--- config.mk ---
export PLATFORM = sky130hd
export DESIGN_NAME = bqc_delay_ram
export DESIGN_NICKNAME = d
export VERILOG_FILES = /design/src/bqc_pkg.sv /design/src/bqc_delay_ram.sv
export SDC_FILE = /design/constraint.sdc
export NUM_CORES = 2
export LEC_CHECK = 0
export BUFFER_PORTS_ARGS = -buffer_cell sky130_fd_sc_hd__buf_4
export CAP_MARGIN = 20
export CORE_UTILIZATION = 30
export DETAILED_ROUTE_END_ITERATION = 8
export PLACE_DENSITY = 0.5
export SLEW_MARGIN = 25
export SYNTH_ARGS = -nofsm -noshare
export SYNTH_HDL_FRONTEND = slang
export SYNTH_SLANG_ARGS = --single-unit
--- constraint.sdc ---
create_clock -name clk -period 5.7 [get_ports clk]
set_input_delay 0.855 -clock clk [delete_from_list [all_inputs] [get_ports clk]]
set_output_delay 0.855 -clock clk [all_outputs]
set_load 0.01 [all_outputs]
--- src/bqc_pkg.sv ---
// ----------------------------------------------------------------------------
// bqc_pkg
// Constants, request types and saturation helpers shared by the biquad
// cascade filter modules.
// ----------------------------------------------------------------------------
package bqc_pkg;

  localparam int SECTIONS_PER_STAGE = 8;
  localparam int CHANNELS           = 2;

  localparam int NSECT  = 2 * SECTIONS_PER_STAGE;
  localparam int NSLOT  = 5;
  localparam int NCOEF  = NSLOT * NSECT;
  localparam int NDELAY = NSECT * CHANNELS;

  localparam int SEC_W   = $clog2(NSECT);
  localparam int CADDR_W = $clog2(NCOEF);
  localparam int DADDR_W = $clog2(NDELAY);

  localparam int SAMPLE_W = 24;
  localparam int COEF_W   = 32;
  localparam int STATE_W  = 40;
  localparam int FRAC     = 30;
  localparam int PROD_W   = COEF_W + SAMPLE_W;
  localparam int TERM_W   = PROD_W - FRAC;

  localparam logic [1:0] MODE_FILTER = 2'd0;
  localparam logic [1:0] MODE_COEF   = 2'd1;
  localparam logic [1:0] MODE_CLEAR  = 2'd2;

  localparam int SLOT_B0 = 0;
  localparam int SLOT_B1 = 1;
  localparam int SLOT_B2 = 2;
  localparam int SLOT_A1 = 3;
  localparam int SLOT_A2 = 4;

  typedef enum logic [3:0] {
    S_IDLE,
    S_SEC,
    S_M0,
    S_Y,
    S_B1,
    S_A1,
    S_B2,
    S_A2,
    S_DONE
  } state_t;

  typedef struct packed {
    logic [1:0]                 mode;
    logic                       channel;
    logic signed [SAMPLE_W-1:0] sample_in;
    logic [6:0]                 coef_index;
    logic signed [COEF_W-1:0]   coef_value;
    logic                       block_end;
  } item_t;

  typedef struct packed {
    logic                     en;
    logic [CADDR_W-1:0]       addr;
    logic signed [COEF_W-1:0] data;
  } coef_wr_t;

  typedef struct packed {
    logic                      en;
    logic [DADDR_W-1:0]        addr;
    logic signed [STATE_W-1:0] z1;
    logic signed [STATE_W-1:0] z2;
  } delay_wr_t;

  typedef struct packed {
    logic                       valid;
    logic                       channel;
    logic signed [SAMPLE_W-1:0] sample;
    logic                       clip;
    logic                       block_end;
  } result_t;

  localparam logic signed [40:0] Y_MAX = 41'sd8388607;
  localparam logic signed [40:0] Y_MIN = -41'sd8388608;
  localparam logic signed [42:0] Z_MAX = 43'sd549755813887;
  localparam logic signed [42:0] Z_MIN = -43'sd549755813888;

  function automatic logic ovf24(logic signed [40:0] v);
    return (v > Y_MAX) || (v < Y_MIN);
  endfunction

  function automatic logic signed [SAMPLE_W-1:0] sat24(logic signed [40:0] v);
    logic signed [SAMPLE_W-1:0] r;
    if (v > Y_MAX) begin
      r = SAMPLE_W'(Y_MAX);
    end else if (v < Y_MIN) begin
      r = SAMPLE_W'(Y_MIN);
    end else begin
      r = v[SAMPLE_W-1:0];
    end
    return r;
  endfunction

  function automatic logic signed [STATE_W-1:0] sat40(logic signed [42:0] v);
    logic signed [STATE_W-1:0] r;
    if (v > Z_MAX) begin
      r = STATE_W'(Z_MAX);
    end else if (v < Z_MIN) begin
      r = STATE_W'(Z_MIN);
    end else begin
      r = v[STATE_W-1:0];
    end
    return r;
  endfunction

endpackage

--- src/bqc_delay_ram.sv ---
// ----------------------------------------------------------------------------
// bqc_delay_ram
// Section state store holding z1 and z2 per section and channel, with valid
// bits that reset and the clear request drop all at once.
// ----------------------------------------------------------------------------
module bqc_delay_ram (
  input  logic                               clk,
  input  logic                               rst,
  input  logic                               clear,
  input  bqc_pkg::delay_wr_t                 wr,
  input  logic                               re,
  input  logic [bqc_pkg::DADDR_W-1:0]        raddr,
  output logic signed [bqc_pkg::STATE_W-1:0] z1,
  output logic signed [bqc_pkg::STATE_W-1:0] z2
);

  logic [2*bqc_pkg::STATE_W-1:0] mem [bqc_pkg::NDELAY];
  logic [bqc_pkg::NDELAY-1:0]    valid;
  logic [2*bqc_pkg::STATE_W-1:0] rd_q;
  logic                          rd_valid;

  always_ff @(posedge clk) begin
    if (wr.en) begin
      mem[wr.addr] <= {wr.z1, wr.z2};
    end
    if (re) begin
      rd_q <= mem[raddr];
    end
  end

  always_ff @(posedge clk) begin
    if (rst) begin
      valid    <= '0;
      rd_valid <= 1'b0;
    end else begin
      if (clear) begin
        valid <= '0;
      end else if (wr.en) begin
        valid[wr.addr] <= 1'b1;
      end
      if (re) begin
        rd_valid <= valid[raddr];
      end
    end
  end

  assign z1 = rd_valid ? $signed(rd_q[2*bqc_pkg::STATE_W-1:bqc_pkg::STATE_W]) : '0;
  assign z2 = rd_valid ? $signed(rd_q[bqc_pkg::STATE_W-1:0]) : '0;

endmodule

# After elaboration in Yosys (flattened, before gate mapping)
# Memory sizes are Yosys's and may differ from the RTL's. A register that Yosys moved wholly into a read port is not among the register bits.
# Cells that the tools add are included.
# classes
n_lt_le_gt_ge,3
mux,8
bitwise_logic,1
reduce_logical,2
# ops
op,count
$mux 40,2
$or 32x32->32,1
$lt 5x6->1 const B,2
$bmux 1 s5,1
$demux 1 s5,1
$ge 5x1->1 const B,1
$mux 1,4
$reduce_or 2->1,1
$logic_and 1x1->1,1
# word_totals
register_bits,33
ramBits,2560
in_bits,95
out_inout_bits,80
elab_cells,17
memories,1
# memory_table
memory,words,word_bits,read_ports,rd_clocked_by_memory_dff,wr,line_no,source
mem,32,80,1,1,1,bqc_delay_ram.sv:17,logic [2*bqc_pkg::STATE_W-1:0] mem [bqc_pkg::NDELAY];

# Longest topological paths before layout
# depth
depth_word,5
depth_mapped,8
mapped_depth_nobuf,4

# Worst setup path after synthesis
# Ideal clock, no wire load.
# synth_path
path_kind,input-to-reg
start,in wr[80] in the netlist's numbering
end,"mem mem[12][0] in the netlist's numbering, enable pin"
setup_ns,0.521
arrival_time_ns,4.883
required_time_ns,5.179
setup_slack_ns,0.296
cell_stages,3
n_path_buf,1
cell_sequence,or3b_2 > clkbuf_1 > nor2_1
# synth_lines
element,line_no,source
"start, declared",bqc_delay_ram.sv:10,"input bqc_pkg::delay_wr_t wr,"
"end, declared",bqc_delay_ram.sv:17,
# Straight into the memory's write port.

# Worst setup path in the final report
# layout_path
start,reg rd_valid
end,out z2[37] in the netlist's numbering
# layout_between
elab_chain_len,1
# layout_lines
element,line_no,source
"start, declared",bqc_delay_ram.sv:20,logic rd_valid;
"start signal, assigned",bqc_delay_ram.sv:42,rd_valid <= valid[raddr];
$mux 40,bqc_delay_ram.sv:48,assign z2 = rd_valid ? $signed(rd_q[bqc_pkg::STATE_W-1:0]) : '0;
"end, declared",bqc_delay_ram.sv:14,output logic signed [bqc_pkg::STATE_W-1:0] z2
# No other way between the ends.

==> qor.csv <==
metric,value,unit
slew_viol_final,0,
firstDrtPassIters,8,
drc,0,
cp_common_cell,buf_4,
worstSetupStartpoint,rd_valid,
critical_path_buf_inv_count,2,
fin_worst_skew,39.66,ps
grt_pass1_wl,383500,µm
fillers,30490,
ys_seq_area_share,78.99,%
grt_start_max_net_pins,82,
grt_usage,16.02,%
outcome,finished clean,
grt_pass1_vias,48310,
cts.clk_slew.worst_paths,60,ps
ff2ff_setup_slack,3710,ps
p_total,42.24,mW
hold_buffers,0,
clkLatencyLatePin,880,ps
avgViaCountPerCell,4.983,
period_minus_slack,3636,ps
worst-r2r-cell-count,4,
path_cells,buf_4 -> and2_1 -> buf_4,
grt_overflow,0,
syn_nets,4143,
crit_end,z2[37],
io_pins,175,
min_path_type,in2reg,
avgSynthCellArea,25.00,µm²
dieArea,339600,µm²
numCtsBuffers,296,
critPathMaxStageDelay,860,ps
yosysWarnings,0,
ir_worst_vdd,0.0002493,V
finalNonFillerCells,9181,
drtIter0Drc,4706,
timing.rr.end,rd_q[74],
fin_util,35.48,%
fin_nets,4557,
worst_slack,2064,ps
finalCritPeriodShare,63.78,%
power_density,355.9,nW/µm²
setup_viol,0,
holdWs,361.0,ps
via_count,45750,
cp-start-kind,register,
cts_setup_buffers,0,
gp_congestion,0.7077,
initial_core_util,30.25,%
wl,274200,µm
cts_tree,yes,
final_common_cell,edfxtp_1,
die_w,582.8,µm
antenna_found_initial,40,
cp.arrival,2780,ps
relSlewSlack,32.09,%
cts.sinks,2673,
rsz0062_at_grt,no,
timing_hold_violations_final,0,
ant_nets,0,
core.rowCount,212,
maxCapViolCount,0,
cts.htree.levels,5,
avgRoutedWirePerCell,29.86,µm
cp.required,4850,ps
hpwl,144400,µm
finalInstanceArea,118700,µm²
critPathTopFamily,flip-flops,
cts_resized,0,
max_freq,0.2751,GHz
leakage,36.69,nW
yosysUniqueCellTypes,28,
synth_ff_type,edfxtp_1,
port_buffers,174,
layout_common_cells,"edfxtp_1 (2640), mux4_2 (750), clkbuf_16 (300)",
synth_edf_count,2640,
dpl.cell_count,8658,
place_ws,1855,ps
synth_cells,4048,
r2r_start,mem[23][74],
die_h,582.8,µm
critPathCaptureType,output pin,
area_growth,17.28,%
syn_area,101200,µm²
fin_tns_setup,0,ps
worst-setup-path-type,reg2out,
cts_root_buf,clkbuf_16,
drive_gt1_share,34.25,%
placement.cell_area,109500,µm²
cp.depth,3,
core_area,334500,µm²
tightest_slew,1019,ps
postSynth.asyncResetShare,0,%
crit_path_max_fanout,42,
synth-seq-cells,2673,
clockBufferDepth,4,
slowest_stage,dfxtp_4,
## where the power goes
group | internal (mW) | switching [mW]
Sequential | 21.9 | 0.112
Combinational | 0.846 | 1.09
Clock | 10.5 | 7.76
Total | 33.3 | 8.96
## layer usage
layer	global-route usage [%]	vias to the layer above	routed length, µm
met4	3.967	16	5714
met3	2.553	366	16040
met5	0	-	95
met1	22.13	25580	117800
met2	26.44	1344	134500
li1	-	18440	-
## how the worst min path moves through the flow
stage | start | cells past startpoint | slack, ps | end
after global routing | wr[39] | 1 | 340 | mem[23][39]
after detailed placement | valid[10] | 1 | 450 | valid[10]
final | wr[33] | 1 | 360 | mem[10][33]
after global placement | valid[22] | 1 | 440 | valid[22]
after CTS | wr[31] | 1 | 300 | mem[7][31]
after floorplan | valid[14] | 1 | 440 | valid[14]
## final cells by class
class / count / area [µm²] / share of cell area (%)
antenna: 10 / 25.02 / 0.02109
clock buffer: 369 / 7776 / 6.552
clock inverter: 144 / 1396 / 1.177
multi-input combinational: 1164 / 20530 / 17.30
sequential: 2673 / 79940 / 67.36
tap: 4494 / 5623 / 4.738
timing repair buffer: 327 / 3390 / 2.856
## flip-flops by register name (all words and copies together) (netlist names)
| signal | count |
|---|---|
| mem | 2560 |
| rd_q | 80 |
| rd_valid | 1 |
| valid | 32 |
## logic make-up (layout without fill, tap and decap cells)
family,after synthesis,after routing,synth area share (%)
DFF,2673,2673,78.99
buffers and inverters,211,840,0.9731
AOI/OAI and AO/OA,101,101,0.7653
muxes,917,917,18.46
other,0,10,0
and+or+nand+nor,146,146,0.8049
## cells in the mapped netlist (2+ instances only)
master	n	area, µm²
o31ai_1	2	15.01
o21a_1	32	240.2
nand3_1	2	10.01
buf_2	61	305.3
mux4_2	750	16890
mux2_2	97	1092
nor3_1	2	10.01
nand3b_1	5	37.54
a221o_1	24	240.2
a21o_1	8	60.06
mux2i_1	70	700.7
nor2_1	38	142.6
buf_4	25	187.7
dfxtp_1	33	660.6
or3b_2	3	26.28
and2_1	82	513.0
nand2_1	5	18.77
buf_6	3	33.78
nand2b_1	4	25.02
nor2b_1	3	18.77
o22ai_1	33	206.5
clkbuf_1	100	375.4
edfxtp_1	2640	79280
buf_1	22	82.58
(Power assumes the default switching activity.)
