[src/bqc_pkg.sv]
// ----------------------------------------------------------------------------
// bqc_pkg
// Constants, request types and saturation helpers shared by the biquad
// cascade filter modules.
// ----------------------------------------------------------------------------
package bqc_pkg;

  localparam int SECTIONS_PER_STAGE = 8;
  localparam int CHANNELS           = 2;

  localparam int NSECT  = 2 * SECTIONS_PER_STAGE;
  localparam int NSLOT  = 5;
  localparam int NCOEF  = NSLOT * NSECT;
  localparam int NDELAY = NSECT * CHANNELS;

  localparam int SEC_W   = $clog2(NSECT);
  localparam int CADDR_W = $clog2(NCOEF);
  localparam int DADDR_W = $clog2(NDELAY);

  localparam int SAMPLE_W = 24;
  localparam int COEF_W   = 32;
  localparam int STATE_W  = 40;
  localparam int FRAC     = 30;
  localparam int PROD_W   = COEF_W + SAMPLE_W;
  localparam int TERM_W   = PROD_W - FRAC;

  localparam logic [1:0] MODE_FILTER = 2'd0;
  localparam logic [1:0] MODE_COEF   = 2'd1;
  localparam logic [1:0] MODE_CLEAR  = 2'd2;

  localparam int SLOT_B0 = 0;
  localparam int SLOT_B1 = 1;
  localparam int SLOT_B2 = 2;
  localparam int SLOT_A1 = 3;
  localparam int SLOT_A2 = 4;

  typedef enum logic [3:0] {
    S_IDLE,
    S_SEC,
    S_M0,
    S_Y,
    S_B1,
    S_A1,
    S_B2,
    S_A2,
    S_DONE
  } state_t;

  typedef struct packed {
    logic [1:0]                 mode;
    logic                       channel;
    logic signed [SAMPLE_W-1:0] sample_in;
    logic [6:0]                 coef_index;
    logic signed [COEF_W-1:0]   coef_value;
    logic                       block_end;
  } item_t;

  typedef struct packed {
    logic                     en;
    logic [CADDR_W-1:0]       addr;
    logic signed [COEF_W-1:0] data;
  } coef_wr_t;

  typedef struct packed {
    logic                      en;
    logic [DADDR_W-1:0]        addr;
    logic signed [STATE_W-1:0] z1;
    logic signed [STATE_W-1:0] z2;
  } delay_wr_t;

  typedef struct packed {
    logic                       valid;
    logic                       channel;
    logic signed [SAMPLE_W-1:0] sample;
    logic                       clip;
    logic                       block_end;
  } result_t;

  localparam logic signed [40:0] Y_MAX = 41'sd8388607;
  localparam logic signed [40:0] Y_MIN = -41'sd8388608;
  localparam logic signed [42:0] Z_MAX = 43'sd549755813887;
  localparam logic signed [42:0] Z_MIN = -43'sd549755813888;

  function automatic logic ovf24(logic signed [40:0] v);
    return (v > Y_MAX) || (v < Y_MIN);
  endfunction

  function automatic logic signed [SAMPLE_W-1:0] sat24(logic signed [40:0] v);
    logic signed [SAMPLE_W-1:0] r;
    if (v > Y_MAX) begin
      r = SAMPLE_W'(Y_MAX);
    end else if (v < Y_MIN) begin
      r = SAMPLE_W'(Y_MIN);
    end else begin
      r = v[SAMPLE_W-1:0];
    end
    return r;
  endfunction

  function automatic logic signed [STATE_W-1:0] sat40(logic signed [42:0] v);
    logic signed [STATE_W-1:0] r;
    if (v > Z_MAX) begin
      r = STATE_W'(Z_MAX);
    end else if (v < Z_MIN) begin
      r = STATE_W'(Z_MIN);
    end else begin
      r = v[STATE_W-1:0];
    end
    return r;
  endfunction

endpackage

[src/bqc_coef_ram.sv]
// ----------------------------------------------------------------------------
// bqc_coef_ram
// Coefficient table: one write port, one registered read port, with a
// valid bit per entry so that unwritten entries read as zero after reset.
// ----------------------------------------------------------------------------
module bqc_coef_ram (
  input  logic                              clk,
  input  logic                              rst,
  input  bqc_pkg::coef_wr_t                 wr,
  input  logic                              re,
  input  logic [bqc_pkg::CADDR_W-1:0]       raddr,
  output logic signed [bqc_pkg::COEF_W-1:0] rdata
);

  logic signed [bqc_pkg::COEF_W-1:0] mem [bqc_pkg::NCOEF];
  logic [bqc_pkg::NCOEF-1:0]         valid;
  logic signed [bqc_pkg::COEF_W-1:0] rd_q;
  logic                              rd_valid;

  always_ff @(posedge clk) begin
    if (wr.en) begin
      mem[wr.addr] <= wr.data;
    end
    if (re) begin
      rd_q <= mem[raddr];
    end
  end

  always_ff @(posedge clk) begin
    if (rst) begin
      valid    <= '0;
      rd_valid <= 1'b0;
    end else begin
      if (wr.en) begin
        valid[wr.addr] <= 1'b1;
      end
      if (re) begin
        rd_valid <= valid[raddr];
      end
    end
  end

  assign rdata = rd_valid ? rd_q : '0;

endmodule

[config.mk]
export PLATFORM = sky130hd
export DESIGN_NAME = bqc_coef_ram
export DESIGN_NICKNAME = d
export VERILOG_FILES = /design/src/bqc_pkg.sv /design/src/bqc_coef_ram.sv
export SDC_FILE = /design/constraint.sdc
export NUM_CORES = 2
export LEC_CHECK = 0
export BUFFER_PORTS_ARGS = -buffer_cell sky130_fd_sc_hd__buf_2
export CORE_MARGIN = 8
export CORE_UTILIZATION = 55
export DETAILED_ROUTE_END_ITERATION = 10
export PLACE_DENSITY = 0.71
export RECOVER_POWER = 25
export SETUP_SLACK_MARGIN = 0.4
export SYNTH_ARGS = -nofsm -noshare
export SYNTH_HDL_FRONTEND = slang
export SYNTH_SLANG_ARGS = --single-unit
[constraint.sdc]
create_clock -name clk -period 4.7 [get_ports clk]
set_input_delay 0.705 -clock clk [delete_from_list [all_inputs] [get_ports clk]]
set_output_delay 0.705 -clock clk [all_outputs]
set_load 0.02 [all_outputs]
* After elaboration in Yosys (flattened, before gate mapping) *
Memory sizes are Yosys's and may differ from the RTL's. A register that Yosys moved wholly into a read port is not among the register bits.
Index checks and enable logic that the tools add are counted.

word-level totals
  memories = 1
  bits in registers = 81
  RAM bits = 2560
  logic and storage cells = 15
  input port bits = 50

memory list
  name  depth  width  read ports  clocked after Yosys merged registers in  wr ports  line                RTL
  mem   80     32     1           1                                        1         bqc_coef_ram.sv:15  logic signed [bqc_pkg::COEF_W-1:0] mem [bqc_pkg::NCOEF];

cells by class
  order comparisons = 3
  reduce and logical (&&, ||, !) cells = 1
  bitwise operators = 1
  muxes and demuxes = 7

operators with widths
  cell                                                        count
  bitwise OR 80 bit                                           1
  two-way mux 32 bit                                          1
  less-than comparator 7 x 8 -> 1 bit, second input constant  2
  binary-select mux 1 bit (select 7 bit)                      1
  demux 1 bit (select 7 bit)                                  1
  >= comparator 7 x 1 -> 1 bit, second input constant         1
  two-way mux 1 bit                                           4
  logical AND 1 bit                                           1

* Depth between registers and ports, before layout *
  word-level depth = 5
  depth in mapped cells = 10

* Worst setup path before layout *
Ideal clock, no wire load.

  path kind = input-to-reg
  start = in wr[37] (netlist name)
  end = mem mem[50][0] (netlist name) (enable)
  path buffers = 0
  stages on the path = 3
  slack = 0.792 ns
  arrival = 3.445 ns
  path through = nor2b_1 -> nand4_1 -> nor3_1

RTL lines
  element          line                RTL
  start, declared  bqc_coef_ram.sv:9   input bqc_pkg::coef_wr_t wr,
  end, declared    bqc_coef_ram.sv:15

No word-level cell before the write port.

* Worst setup path after layout *
  start = in wr[4] (netlist name)
  end = mem mem[28][4] (netlist name) (data pin)

No word-level cell before the write port.

==> flow_metrics.env <==
export IMPL_status="finished, violations left"
export IMPL_failed_checks="capacitance limit, slew limit"
export IMPL_instances_no_fill=7680
export IMPL_drive_gt1_frac=0.2844
export IMPL_crit_family="buffers and inverters"
export IMPL_pin_count=82
export IMPL_post_synth_top_area_cell="edfxtp_1"
export IMPL_hold_path_depth=2
export IMPL_crit_slowest_cell="clkbuf_1"
export IMPL_grt_max_degree=81
export IMPL_ys_dominant_reg_cell="edfxtp_1"
export IMPL_critical_path_arrival_ns=3.95
export IMPL_num_vias=52640
export IMPL_synth_common_cells="2592 x edfxtp_1, 664 x mux4_2, 262 x nor2_1"
export IMPL_finalSetupViolCount=0
export IMPL_synth_seq_area_share=0.7787
export IMPL_hold_ws_ns=0.1936
export IMPL_track_usage=0.2914
export IMPL_drt_pass1_iter_count=8
export IMPL_port_buffers=81
export IMPL_cp_cell_sequence="buf_1 > clkbuf_1"
export IMPL_routed_via_density=6.854
export IMPL_synthArstFlopShare=0
export IMPL_std_cell_rows=158
export IMPL_period_needed_ns=3.890
export IMPL_antenna_left=0
export IMPL_power_density_mw_per_mm2=428.4
export IMPL_fin_nets=5050
export IMPL_clock_sinks=2673
export IMPL_drtIter0Drc=7955
export IMPL_wirelength_um=292400
export IMPL_clock_skew_ns=0.06621
export IMPL_clock_fmax_mhz=257.1
export IMPL_synth_top_area_frac=0.7628
export IMPL_maxSlewViolCount=1462
export IMPL_syn_avg_cell_area_sq_um=22.16
export IMPL_finalSetupTns_ns=0
export IMPL_tightest_slew_ns=4.401
export IMPL_die_h_um=446.7
export IMPL_end_kind="flop"
export IMPL_power_leakage_nw=36.41
export IMPL_globalplace_congestion=0.8941
export IMPL_initial_core_util=0.5521
export IMPL_cts_buffer_depth=4
export IMPL_synth_cell_types=67
export IMPL_startpoint_type="primary input"
export IMPL_antenna_found_initial=31
export IMPL_synth_area_top_cells="edfxtp_1 76%, mux4_2 15%, dfxtp_1 1.6%, nor2_1 0.96%, mux2i_1 0.90%"
export IMPL_yosysWarningCount=0
export IMPL_critPathRequiredTime_ns=4.76
export IMPL_die_area_sq_mm=0.1996
export IMPL_min_period_over_period=0.8276
export IMPL_cts_hold_fix_buffers=0
export IMPL_clk_pin_slew_worst_paths_ns=0.06
export IMPL_dp_cells=7198
export IMPL_holdCritPathClass="primary input to flop"
export IMPL_grt_pass1_wl_um=405800
export IMPL_globalRouteOverflowTotal=0
export IMPL_cts_setup_buffers=0
export IMPL_netlist_instances=4605
export IMPL_hold_viol_final=0
export IMPL_synth_edf_count=2592
export IMPL_cap_violations=32
export IMPL_cp_depth=2
export IMPL_root_buffer="clkbuf_16"
export IMPL_finalPower_mw=49.63
export IMPL_cp_num_buf_inv=2
export IMPL_die_w_um=446.7
export IMPL_dp_hpwl_um=173600
export IMPL_first_global_vias=51860
export IMPL_ff2ff_path_depth=6
export IMPL_crit_path_max_fanout=80
export IMPL_h_tree_depth=5
export IMPL_worstSkewPairLatency_ns=0.94
export IMPL_cp_slowest_stage_delay_ns=3.07
export IMPL_core_sq_mm=0.1848
export IMPL_criticalPathCategory="primary input to flop"
export IMPL_ir_drop_uv=430.9
export IMPL_synth_most_common_cell="edfxtp_1"
export IMPL_tritoncts="built"
export IMPL_wl_per_cell_um=38.07
export IMPL_syn_nets=4655
export IMPL_relSlewSlack=-1.934
export IMPL_rsz0062_at_grt="no"
export IMPL_cts_made_buffers=280
export IMPL_syn_to_final_growth_pct=13.52
export IMPL_drc=0
export IMPL_synth_area_sq_mm=0.1020
export IMPL_yosys_register_bits=2673
export IMPL_cts_resized=0
==> flip-flops by register name (all words and copies together), names as in the netlist <==
| name | flops |
|---|---|
| mem | 2560 |
| rd_q | 32 |
| rd_valid | 1 |
| valid | 80 |
==> cell type report <==
type	instances	area [sq um]
sequential	2673	79460
fill	12120	69000
multi-input combinational	1675	21740
clock buffer	358	7490
tap	2480	3103
timing repair buffer	356	3042
clock inverter	114	927.1
inverter	14	57.56
antenna	10	25.02
==> cells by family after synthesis <==
logic type / Yosys count / share of synthesized area
flip-flops: 2673 / 0.7787
multiplexers: 784 / 0.1588
AND/OR/NAND/NOR: 530 / 0.02328
AO/OA/AOI/OAI: 361 / 0.02496
buffers and inverters: 257 / 0.01428
==> per-stage QoR <==
| step | utilization | worst slack, ns | area, sq um |
|---|---|---|---|
| after floorplan | - | 0.7922 | 102000 |
| after global placement | 0.5814 | 0.5026 | 107500 |
| after detailed placement | 0.5814 | 0.4985 | 107500 |
| after CTS | 0.6269 | 1.189 | 115900 |
| after global routing | 0.6266 | 0.6974 | 115800 |
| final | 0.6267 | 0.8101 | 115800 |
==> per-layer routing <==
metal	vias up	routed length (um)	global-route usage	share of wire
met4	20	18960	0.1521	0.065
met1	27620	101100	0.3936	0.35
met2	4007	133800	0.4423	0.46
li1	20200	-	-	-
met5	-	112	0	0.00038
met3	793	38420	0.07681	0.13
==> cells in the final DEF (no fill, tap or decap), types with 13 or more instances in the layout <==
| master | n |
|---|---|
| mux2_2 | 27 |
| nand3_1 | 27 |
| and2_1 | 37 |
| dfxtp_1 | 80 |
| clkbuf_16 | 288 |
| nor3_1 | 13 |
| edfxtp_1 | 2592 |
| mux2i_1 | 92 |
| buf_4 | 222 |
| a22oi_1 | 79 |
| nand2_1 | 103 |
| o22ai_1 | 42 |
| nand4_1 | 16 |
| mux4_2 | 664 |
| clkinv_1 | 56 |
| nor2_4 | 74 |
| buf_2 | 46 |
| a31oi_1 | 16 |
| buf_12 | 48 |
| o21ai_0 | 46 |
| a21oi_1 | 57 |
| nor2_1 | 187 |
| nor2b_1 | 15 |
| a22o_1 | 14 |
| a221oi_1 | 23 |
| nand2b_1 | 15 |
| bufinv_16 | 16 |
| clkinv_2 | 40 |
| clkbuf_1 | 104 |
==> final timing paths <==
check,start,to,slack (ns)
min reg2reg,valid[40],valid[40],0.46
max,wr[4],mem[28][4],0.81
max reg2reg,mem[0][18],rd_q[18],1.98
min,rst,valid[59],0.19
==> report_power, final <==
group | total [mW] | internal (mW) | switching, mW
combinational | 2.52 | 0.852 | 1.67
sequential | 26.3 | 26.3 | 0.0622
clock | 20.8 | 12.1 | 8.70
No activity file was read; power rests on OpenSTA's default activity.
