**src/bqc_pkg.sv**
```systemverilog
// ----------------------------------------------------------------------------
// bqc_pkg
// Constants, request types and saturation helpers shared by the biquad
// cascade filter modules.
// ----------------------------------------------------------------------------
package bqc_pkg;

  localparam int SECTIONS_PER_STAGE = 8;
  localparam int CHANNELS           = 2;

  localparam int NSECT  = 2 * SECTIONS_PER_STAGE;
  localparam int NSLOT  = 5;
  localparam int NCOEF  = NSLOT * NSECT;
  localparam int NDELAY = NSECT * CHANNELS;

  localparam int SEC_W   = $clog2(NSECT);
  localparam int CADDR_W = $clog2(NCOEF);
  localparam int DADDR_W = $clog2(NDELAY);

  localparam int SAMPLE_W = 24;
  localparam int COEF_W   = 32;
  localparam int STATE_W  = 40;
  localparam int FRAC     = 30;
  localparam int PROD_W   = COEF_W + SAMPLE_W;
  localparam int TERM_W   = PROD_W - FRAC;

  localparam logic [1:0] MODE_FILTER = 2'd0;
  localparam logic [1:0] MODE_COEF   = 2'd1;
  localparam logic [1:0] MODE_CLEAR  = 2'd2;

  localparam int SLOT_B0 = 0;
  localparam int SLOT_B1 = 1;
  localparam int SLOT_B2 = 2;
  localparam int SLOT_A1 = 3;
  localparam int SLOT_A2 = 4;

  typedef enum logic [3:0] {
    S_IDLE,
    S_SEC,
    S_M0,
    S_Y,
    S_B1,
    S_A1,
    S_B2,
    S_A2,
    S_DONE
  } state_t;

  typedef struct packed {
    logic [1:0]                 mode;
    logic                       channel;
    logic signed [SAMPLE_W-1:0] sample_in;
    logic [6:0]                 coef_index;
    logic signed [COEF_W-1:0]   coef_value;
    logic                       block_end;
  } item_t;

  typedef struct packed {
    logic                     en;
    logic [CADDR_W-1:0]       addr;
    logic signed [COEF_W-1:0] data;
  } coef_wr_t;

  typedef struct packed {
    logic                      en;
    logic [DADDR_W-1:0]        addr;
    logic signed [STATE_W-1:0] z1;
    logic signed [STATE_W-1:0] z2;
  } delay_wr_t;

  typedef struct packed {
    logic                       valid;
    logic                       channel;
    logic signed [SAMPLE_W-1:0] sample;
    logic                       clip;
    logic                       block_end;
  } result_t;

  localparam logic signed [40:0] Y_MAX = 41'sd8388607;
  localparam logic signed [40:0] Y_MIN = -41'sd8388608;
  localparam logic signed [42:0] Z_MAX = 43'sd549755813887;
  localparam logic signed [42:0] Z_MIN = -43'sd549755813888;

  function automatic logic ovf24(logic signed [40:0] v);
    return (v > Y_MAX) || (v < Y_MIN);
  endfunction

  function automatic logic signed [SAMPLE_W-1:0] sat24(logic signed [40:0] v);
    logic signed [SAMPLE_W-1:0] r;
    if (v > Y_MAX) begin
      r = SAMPLE_W'(Y_MAX);
    end else if (v < Y_MIN) begin
      r = SAMPLE_W'(Y_MIN);
    end else begin
      r = v[SAMPLE_W-1:0];
    end
    return r;
  endfunction

  function automatic logic signed [STATE_W-1:0] sat40(logic signed [42:0] v);
    logic signed [STATE_W-1:0] r;
    if (v > Z_MAX) begin
      r = STATE_W'(Z_MAX);
    end else if (v < Z_MIN) begin
      r = STATE_W'(Z_MIN);
    end else begin
      r = v[STATE_W-1:0];
    end
    return r;
  endfunction

endpackage

```
**src/bqc_engine.sv**
```systemverilog
// ----------------------------------------------------------------------------
// bqc_engine
// Section sequencer and shared multiply-accumulate datapath: walks the
// sections, reads coefficients and state, and writes the new state back.
// ----------------------------------------------------------------------------
module bqc_engine (
  input  logic                               clk,
  input  logic                               rst,
  input  logic                               start,
  input  bqc_pkg::item_t                     item,
  input  logic [15:0]                        section_enable,
  output logic                               busy,
  output bqc_pkg::result_t                   result,
  input  logic                               result_take,
  output bqc_pkg::coef_wr_t                  coef_wr,
  output logic                               coef_re,
  output logic [bqc_pkg::CADDR_W-1:0]        coef_raddr,
  input  logic signed [bqc_pkg::COEF_W-1:0]  coef_rdata,
  output logic                               delay_clear,
  output logic                               delay_re,
  output logic [bqc_pkg::DADDR_W-1:0]        delay_raddr,
  output bqc_pkg::delay_wr_t                 delay_wr,
  input  logic signed [bqc_pkg::STATE_W-1:0] z1_rd,
  input  logic signed [bqc_pkg::STATE_W-1:0] z2_rd
);

  bqc_pkg::state_t state, state_next;

  logic [bqc_pkg::SEC_W-1:0]          sec;
  logic                               ch;
  logic                               blk;
  logic                               clip;
  logic signed [bqc_pkg::SAMPLE_W-1:0] x;
  logic signed [bqc_pkg::SAMPLE_W-1:0] y;
  logic signed [bqc_pkg::PROD_W-1:0]   prod;
  logic signed [41:0]                 acc;
  logic signed [bqc_pkg::STATE_W-1:0] z1n;

  logic [31:0]                        en_wide;
  logic                               sec_on;
  logic                               sec_last;
  logic                               ch_ok;
  logic                               use_y;
  logic                               delay_we;
  int                                 slot;
  logic [bqc_pkg::CADDR_W-1:0]        coef_base;
  logic signed [bqc_pkg::SAMPLE_W-1:0] mul_x;
  logic signed [bqc_pkg::TERM_W-1:0]   p_hi;
  logic signed [40:0]                 y_sum;
  logic signed [42:0]                 z_diff;

  assign en_wide   = {16'b0, section_enable} >> sec;
  assign sec_on    = en_wide[0];
  assign sec_last  = (32'(sec) == bqc_pkg::NSECT - 1);
  assign ch_ok     = (32'(item.channel) < bqc_pkg::CHANNELS);
  assign coef_base = bqc_pkg::CADDR_W'(32'(sec) * bqc_pkg::NSLOT);
  assign coef_raddr  = coef_base + bqc_pkg::CADDR_W'(slot);
  assign delay_raddr = bqc_pkg::DADDR_W'(32'(sec) * bqc_pkg::CHANNELS + 32'(ch));

  assign mul_x  = use_y ? y : x;
  assign p_hi   = prod[bqc_pkg::PROD_W-1:bqc_pkg::FRAC];
  assign y_sum  = 41'(p_hi) + 41'(z1_rd);
  assign z_diff = 43'(acc) - 43'(p_hi);

  assign coef_wr.en   = start && (item.mode == bqc_pkg::MODE_COEF) &&
                        (32'(item.coef_index) < bqc_pkg::NCOEF);
  assign coef_wr.addr = bqc_pkg::CADDR_W'(item.coef_index);
  assign coef_wr.data = item.coef_value;
  assign delay_clear  = start && (item.mode == bqc_pkg::MODE_CLEAR);

  assign delay_wr.en   = delay_we;
  assign delay_wr.addr = delay_raddr;
  assign delay_wr.z1   = z1n;
  assign delay_wr.z2   = bqc_pkg::sat40(z_diff);

  assign busy             = (state != bqc_pkg::S_IDLE);
  assign result.valid     = (state == bqc_pkg::S_DONE);
  assign result.channel   = ch;
  assign result.sample    = x;
  assign result.clip      = clip;
  assign result.block_end = blk;

  always_ff @(posedge clk) begin
    if (rst) begin
      state <= bqc_pkg::S_IDLE;
    end else begin
      state <= state_next;
    end
  end

  always_comb begin
    state_next = state;
    coef_re    = 1'b0;
    slot       = bqc_pkg::SLOT_B0;
    delay_re   = 1'b0;
    delay_we   = 1'b0;
    use_y      = 1'b0;
    case (state)
      bqc_pkg::S_IDLE: begin
        if (start && (item.mode == bqc_pkg::MODE_FILTER) && ch_ok) begin
          state_next = bqc_pkg::S_SEC;
        end
      end
      bqc_pkg::S_SEC: begin
        if (sec_on) begin
          coef_re    = 1'b1;
          delay_re   = 1'b1;
          state_next = bqc_pkg::S_M0;
        end else if (sec_last) begin
          state_next = bqc_pkg::S_DONE;
        end
      end
      bqc_pkg::S_M0: begin
        coef_re    = 1'b1;
        slot       = bqc_pkg::SLOT_B1;
        state_next = bqc_pkg::S_Y;
      end
      bqc_pkg::S_Y: begin
        coef_re    = 1'b1;
        slot       = bqc_pkg::SLOT_A1;
        state_next = bqc_pkg::S_B1;
      end
      bqc_pkg::S_B1: begin
        coef_re    = 1'b1;
        slot       = bqc_pkg::SLOT_B2;
        use_y      = 1'b1;
        state_next = bqc_pkg::S_A1;
      end
      bqc_pkg::S_A1: begin
        coef_re    = 1'b1;
        slot       = bqc_pkg::SLOT_A2;
        state_next = bqc_pkg::S_B2;
      end
      bqc_pkg::S_B2: begin
        use_y      = 1'b1;
        state_next = bqc_pkg::S_A2;
      end
      bqc_pkg::S_A2: begin
        delay_we   = 1'b1;
        state_next = sec_last ? bqc_pkg::S_DONE : bqc_pkg::S_SEC;
      end
      bqc_pkg::S_DONE: begin
        if (result_take) begin
          state_next = bqc_pkg::S_IDLE;
        end
      end
      default: begin
        state_next = bqc_pkg::S_IDLE;
      end
    endcase
  end

  always_ff @(posedge clk) begin
    prod <= bqc_pkg::PROD_W'(coef_rdata) * bqc_pkg::PROD_W'(mul_x);
    if (start) begin
      ch   <= item.channel;
      blk  <= item.block_end;
      x    <= item.sample_in;
      clip <= 1'b0;
      sec  <= '0;
    end
    case (state)
      bqc_pkg::S_SEC: begin
        if (!sec_on && !sec_last) begin
          sec <= sec + 1'b1;
        end
      end
      bqc_pkg::S_Y: begin
        y    <= bqc_pkg::sat24(y_sum);
        clip <= clip | bqc_pkg::ovf24(y_sum);
      end
      bqc_pkg::S_B1: begin
        acc <= 42'(p_hi) + 42'(z2_rd);
      end
      bqc_pkg::S_A1: begin
        z1n <= bqc_pkg::sat40(z_diff);
      end
      bqc_pkg::S_B2: begin
        acc <= 42'(p_hi);
      end
      bqc_pkg::S_A2: begin
        x <= y;
        if (!sec_last) begin
          sec <= sec + 1'b1;
        end
      end
      default: begin
      end
    endcase
  end

endmodule

```
**config.mk**
```make
export PLATFORM = sky130hd
export DESIGN_NAME = bqc_engine
export DESIGN_NICKNAME = d
export VERILOG_FILES = /design/src/bqc_pkg.sv /design/src/bqc_engine.sv
export SDC_FILE = /design/constraint.sdc
export NUM_CORES = 2
export LEC_CHECK = 0
export BUFFER_PORTS_ARGS = -buffer_cell sky130_fd_sc_hd__buf_2
export CORE_ASPECT_RATIO = 0.8
export CORE_MARGIN = 4
export CORE_UTILIZATION = 64
export CTS_BUF_LIST = sky130_fd_sc_hd__clkbuf_4
export DETAILED_ROUTE_END_ITERATION = 10
export PLACE_DENSITY = 0.85
export SYNTH_ARGS = -nofsm -noshare
export SYNTH_HDL_FRONTEND = slang
export SYNTH_SLANG_ARGS = --single-unit
```
**constraint.sdc**
```tcl
create_clock -name clk -period 13.2 [get_ports clk]
set_input_delay 2.64 -clock clk [delete_from_list [all_inputs] [get_ports clk]]
set_output_delay 2.64 -clock clk [all_outputs]
set_load 0.1 [all_outputs]
```
## Word level (Yosys, flattened, before mapping)

Index checks and enable logic that the tools add are counted.

| operators by class | value |
|---|---|
| $add $sub $neg | 6 |
| multipliers | 2 |
| reduce and logical (&&, ||, !) cells | 17 |
| shift-type cells | 1 |
| multiplexer cells | 25 |
| $lt $le $gt $ge | 5 |
| bitwise logic cells | 1 |
| equal/unequal tests | 14 |

Operators by type and width:

| kind | number |
|---|---|
| 24-bit two-way mux | 4 |
| 42-bit case mux with 2 select lines | 1 |
| 26-bit by 40-bit adder with 41-bit output | 2 |
| 40-bit two-way mux | 2 |
| 32-bit by 24-bit multiplier with 56-bit output | 1 |
| 43-bit by 40-bit > comparator with 1-bit output (second input constant) | 1 |
| 43-bit by 40-bit less-than comparator with 1-bit output (second input constant) | 1 |
| 42-bit by 26-bit subtractor with 43-bit output | 1 |
| 41-bit by 24-bit > comparator with 1-bit output (second input constant) | 1 |
| 41-bit by 24-bit less-than comparator with 1-bit output (second input constant) | 1 |
| 4-bit case mux with 9 select lines | 1 |
| 4-bit two-way mux | 8 |
| 4-bit by 3-bit equality test with 1-bit output (second input constant) | 4 |
| 16-bit by 4-bit right shift with 1-bit output | 1 |
| 3-bit case mux with 4 select lines | 1 |
| 4-bit by 2-bit equality test with 1-bit output (second input constant) | 2 |
| 4-bit equality test (second input constant) | 2 |
| 4-bit case mux with 2 select lines | 1 |
| 7-bit adder | 1 |
| 7-bit less-than comparator (second input constant) | 1 |
| 4-bit by 3-bit multiplier with 7-bit output (second input constant) | 1 |
| 1-bit two-way mux | 6 |
| 2-bit nonzero test | 3 |
| 5-bit by 1-bit adder with 5-bit output | 1 |
| other kinds (18) | 23 |

| storage, ports and cells | value |
|---|---|
| input port bits | 199 |
| register bits | 197 |
| word-level logic and storage cells | 81 |

## Depth between registers and ports, before layout

| logic depth | value |
|---|---|
| word-level depth | 5 |
| depth in mapped cells | 31 |
| gate-level depth less buffers | 27 |

## Least setup slack after synthesis

OpenSTA, ideal clock, no wires.

| path | value |
|---|---|
| path kind | reg2reg |
| start | reg state[0] |
| end | reg prod[55] (netlist bit) |
| library setup time | 72 ps |
| period minus slack after synthesis | 9122 ps |
| path buffers | 4 |
| slack | 4078 ps |
| arrival | 9050 ps |
| stages on the path, launching flop included | 28 |
| cell sequence | dfxtp_1 > clkbuf_1 > nor3b_1 > buf_2 > buf_1 > mux2i_1 > clkbuf_1 > nor2_1 > fa_1 > fa_1 > inv_1 > fa_1 > inv_1 > fa_1 > fa_1 > fa_1 > fa_1 > ha_1 > a21o_1 > a21o_1 > a21oi_1 > o21ai_0 > a21o_1 > a21o_1 > a21oi_1 > o21ai_0 > a21oi_1 > xnor2_1 |

| on the way | value |
|---|---|
| cells in the longest elaborated chain, start to end | 5 |
| elaborated cells between the ends (all ways) | 6 |
| classes of those cells | mul (1); eq/ne (2); mux (2); reduce/logical (1) |

RTL lines:

| element | line | source |
|---|---|---|
| from (decl) | bqc_engine.sv:27 | `bqc_pkg::state_t state, state_next;` |
| from (signal assigned) | bqc_engine.sv:85 | `state <= bqc_pkg::S_IDLE;` |
| from (signal assigned) | bqc_engine.sv:87 | `state <= state_next;` |
| 4-bit by 3-bit equality test with 1-bit output | bqc_engine.sv:98 | `case (state)` |
| 2-bit OR reduction (no line) (*) | - |  |
| 1-bit two-way mux (*) | bqc_engine.sv:98 |  |
| named net use_y | bqc_engine.sv:43 | `logic use_y;` |
| 24-bit two-way mux (*) | bqc_engine.sv:60 | `assign mul_x = use_y ? y : x;` |
| 32-bit by 24-bit multiplier with 56-bit output (*) | bqc_engine.sv:154 | `prod <= bqc_pkg::PROD_W'(coef_rdata) * bqc_pkg::PROD_W'(mul_x);` |
| to (signal assigned) | bqc_engine.sv:154 |  |
| to (decl) | bqc_engine.sv:35 | `logic signed [bqc_pkg::PROD_W-1:0] prod;` |

Mark *: on every way through the listed nets, which the timed path passes. The rest lies on a longest branch.
A chain may end at the register's enable or synchronous reset.

## Worst setup path after layout

| path | value |
|---|---|
| start | reg state[2] |
| end | reg prod[55] (netlist bit) |

| on the way | value |
|---|---|
| cells in the longest elaborated chain, start to end | 5 |
| elaborated cells between the ends (all ways) | 6 |
| classes of those cells | mul (1); eq/ne (2); mux (2); reduce/logical (1) |

RTL lines:

| element | line |
|---|---|
| 4-bit by 3-bit equality test with 1-bit output | bqc_engine.sv:98 |
| 2-bit OR reduction (no line) (*) | - |
| 1-bit two-way mux (*) | bqc_engine.sv:98 |
| 24-bit two-way mux (*) | bqc_engine.sv:60 |
| 32-bit by 24-bit multiplier with 56-bit output (*) | bqc_engine.sv:154 |

Every way passes the cells marked *; elsewhere a longest branch is shown, timed or not.

==> reports/results.txt <==
Layout Skew: 0.0405 ns
Root Driver: clkbuf_4
routed length per placed instance: 20.8 um
post_cts resized: 0
Compound-Gate Fraction of Synth Area: 10.3%
hold depth: 2
Top FF cell, synth: edfxtp_1
Final Hold Vio Count: 0
Total Negative Setup Slacks: 0 ns
H-tree depth: 4
Post-Syn Area: 40400 um2
WL final: 112000 um
initial antenna violation count: 14
RSZ-0062 raised after global routing: false
Final ANT Viol Nets: 0
share of cells above drive strength 1: 9.24%
FF-to-FF End: prod[55]$_DFF_P_
Critical Path Sink Type: flop
Slew @ Worst Pin: 1.12 ns
vias in the first global route: 33613
register area share after synthesis: 11.5%
Hold Crit Class: reg2reg
commonest cells after routing, fill and taps aside: 821 x inv_1, 786 x fa_1, 573 x nand2_1, 296 x buf_2, 280 x ha_1
XOR/XNOR share of the synthesized area: 2.86%
Site Rows: 82
placed cells: 5354
Setup crit end: prod[55]$_DFF_P_
Congestion Overflow GR: 0
number of synthesized flops with an enable pin: 132
CP arrival: 10.11 ns
met3 Use GR: 6.37%
f_max: 104 MHz
vias per cell: 6.03
Post-CTS Hold Fix Bufs: 0
post-route setup slack: 3.61 ns
die span in y: 233 um
Crit Path Category: reg2reg
Post-Layout Cell Count: 5399
TritonCTS clock tree: built
Cell variety after synth: 93
GR Util met2: 54.5%
Adder-Cell Fraction of Synth Area: 47.6%
crit path from: state[2]$_SDFFE_PP0P_
Syn Area/Cell: 9.11 um2
first-pass GRT wire length: 180000 um
Post-DP HPWL: 90400 um
synth warn: 0
# port buffers: 296
status: completed
drt pass-1 iters: 6
all-layer global routing usage: 34.1%
Post-CTS Setup Bufs: 0
met1 global-route usage: 46.4%
worst r2r path cells: 24
Startpoint Class: flop
reg2reg setup slack: 3.61 ns
area grow syn2layout: 4.93%
Layout fillers: 4757
synthesized net count: 5705
final setup fails: 0
most common cell after layout, fill and taps aside: inv_1
Async SR Flop Fraction: 0%
clock tree buffer depth: 2
Core Area: 62600 um2
Clock Latency Late Sink: 0.64 ns
mux share of post-synthesis cell area: 1.15%
routed vias: 32542
final worst-path cycle share: 72.6%
CTS buffer count: 17
largest net degree at the start of global routing: 51
R2R Path Start: state[2]$_SDFFE_PP0P_
Chip Width: 289 um
RePlAce Congestion: 1.00
GR peak layer: met2
Worst Path Required: 13.72 ns
Ports: 369
largest family of logic cells by synthesized area: adder cells
synthesis-stage register bit count: 166
relative slew slack: 25.3%
Mapped Cells: 4440
die area: 67300 um2
post-place setup slack: 3.26 ns
Nets: 5798
Final min period: 9.59 ns
Starting Density: 64.6%
Sink Count: 166
Iteration-0 DRC Markers: 2878
Synth Area in Simple Gates: 16.2%
Clock transition at path regs: 0.15 ns
Remaining DRCs: 0
CP Max Fanout: 50
Final Slew Violations: 0
MaxCap Viol Count: 0
worst min-delay path by stage:
| stage | start | to | slack [ns] |
|---|---|---|---|
| after global placement | y[12]$_SDFFCE_PN1P_ | x[12]$_DFFE_PP_ | 0.52 |
| after floorplan | y[0]$_SDFFCE_PN1P_ | x[0]$_DFFE_PP_ | 0.50 |
| final | y[18]$_SDFFCE_PN1P_ | x[18]$_DFFE_PP_ | 0.55 |
| after global routing | y[16]$_SDFFCE_PN1P_ | x[16]$_DFFE_PP_ | 0.57 |
| after detailed placement | y[10]$_SDFFCE_PN1P_ | x[10]$_DFFE_PP_ | 0.52 |
| after CTS | y[18]$_SDFFCE_PN1P_ | x[18]$_DFFE_PP_ | 0.55 |
area by class of cell:
type	instances	area [um2]	share of cell area, %
Multi-Input combinational cell	3209	31700	74.6
Sequential cell	166	4640	10.9
Inverter	822	3090	7.27
Timing Repair Buffer	317	1640	3.86
Tap cell	840	1050	2.48
Clock inverter	15	180	0.425
Clock buffer	17	128	0.301
Antenna cell	13	32.5	0.0767
metrics by stage:
stage	area, um2	hold slack, ns	utilization, %
2_1_floorplan	40400	0.504	-
3_3_place_gp	42100	0.517	67.3
3_5_place_dp	42100	0.520	67.3
4_1_cts	42400	0.555	67.8
5_1_grt	42400	0.567	67.8
6_report	42400	0.554	67.8
sequential cells by signal (all words and copies together), names as in the netlist:
name   cells
acc       41
z1n       40
prod      26
x         24
y         24
sec        4
state      4
blk        1
ch         1
clip       1
synthesized netlist by cell type, drive strengths merged, types with 33 or more instances:
| master | instances | area [um2] |
|---|---|---|
| a21o | 87 | 653 |
| a21oi | 179 | 900 |
| and2 | 226 | 1420 |
| buf | 71 | 484 |
| clkbuf | 172 | 646 |
| dfxtp | 34 | 681 |
| edfxtp | 132 | 3960 |
| fa | 786 | 15700 |
| ha | 280 | 3500 |
| inv | 821 | 3080 |
| nand2 | 574 | 2160 |
| nand2b | 36 | 225 |
| nand3 | 36 | 180 |
| nor2 | 149 | 562 |
| nor2b | 166 | 1040 |
| o21a | 33 | 248 |
| o21ai | 147 | 739 |
| xnor2 | 74 | 648 |
| xor2 | 58 | 508 |
logic make-up after synthesis:
logic type	Yosys count
and+or+nand+nor	1334
adders and majority gates	1066
buffers and inverters	1065
AOI/OAI and AO/OA	638
DFF	166
xor gates and xnor gates	132
muxes	39
layer usage:
layer	wire length [um]	up-vias
met4	5190	4
met2	52500	1810
li1	-	14131
met5	27	-
met3	11200	385
met1	43500	16212
critical path, stage by stage, from the launching register on:
cell	delay, ns
dfxtp_1	0.53
nor3b_2	0.22
buf_4	0.36
buf_4	0.71
mux2_2	0.79
nand2_1	0.23
inv_1	0.17
fa_1	0.55
fa_1	0.72
inv_1	0.23
fa_1	0.57
inv_1	0.41
fa_1	0.54
fa_1	0.57
fa_1	0.43
fa_1	0.44
ha_1	0.37
nand2_1	0.11
a21oi_1	0.20
nand3_1	0.11
a211o_1	0.28
a31o_2	0.29
o21ai_0	0.32
a21oi_1	0.14
xnor2_1	0.14
Power is left out: the tool's default activity adds up to more than one toggle a clock period on the data nets, which glitch-free logic cannot reach.
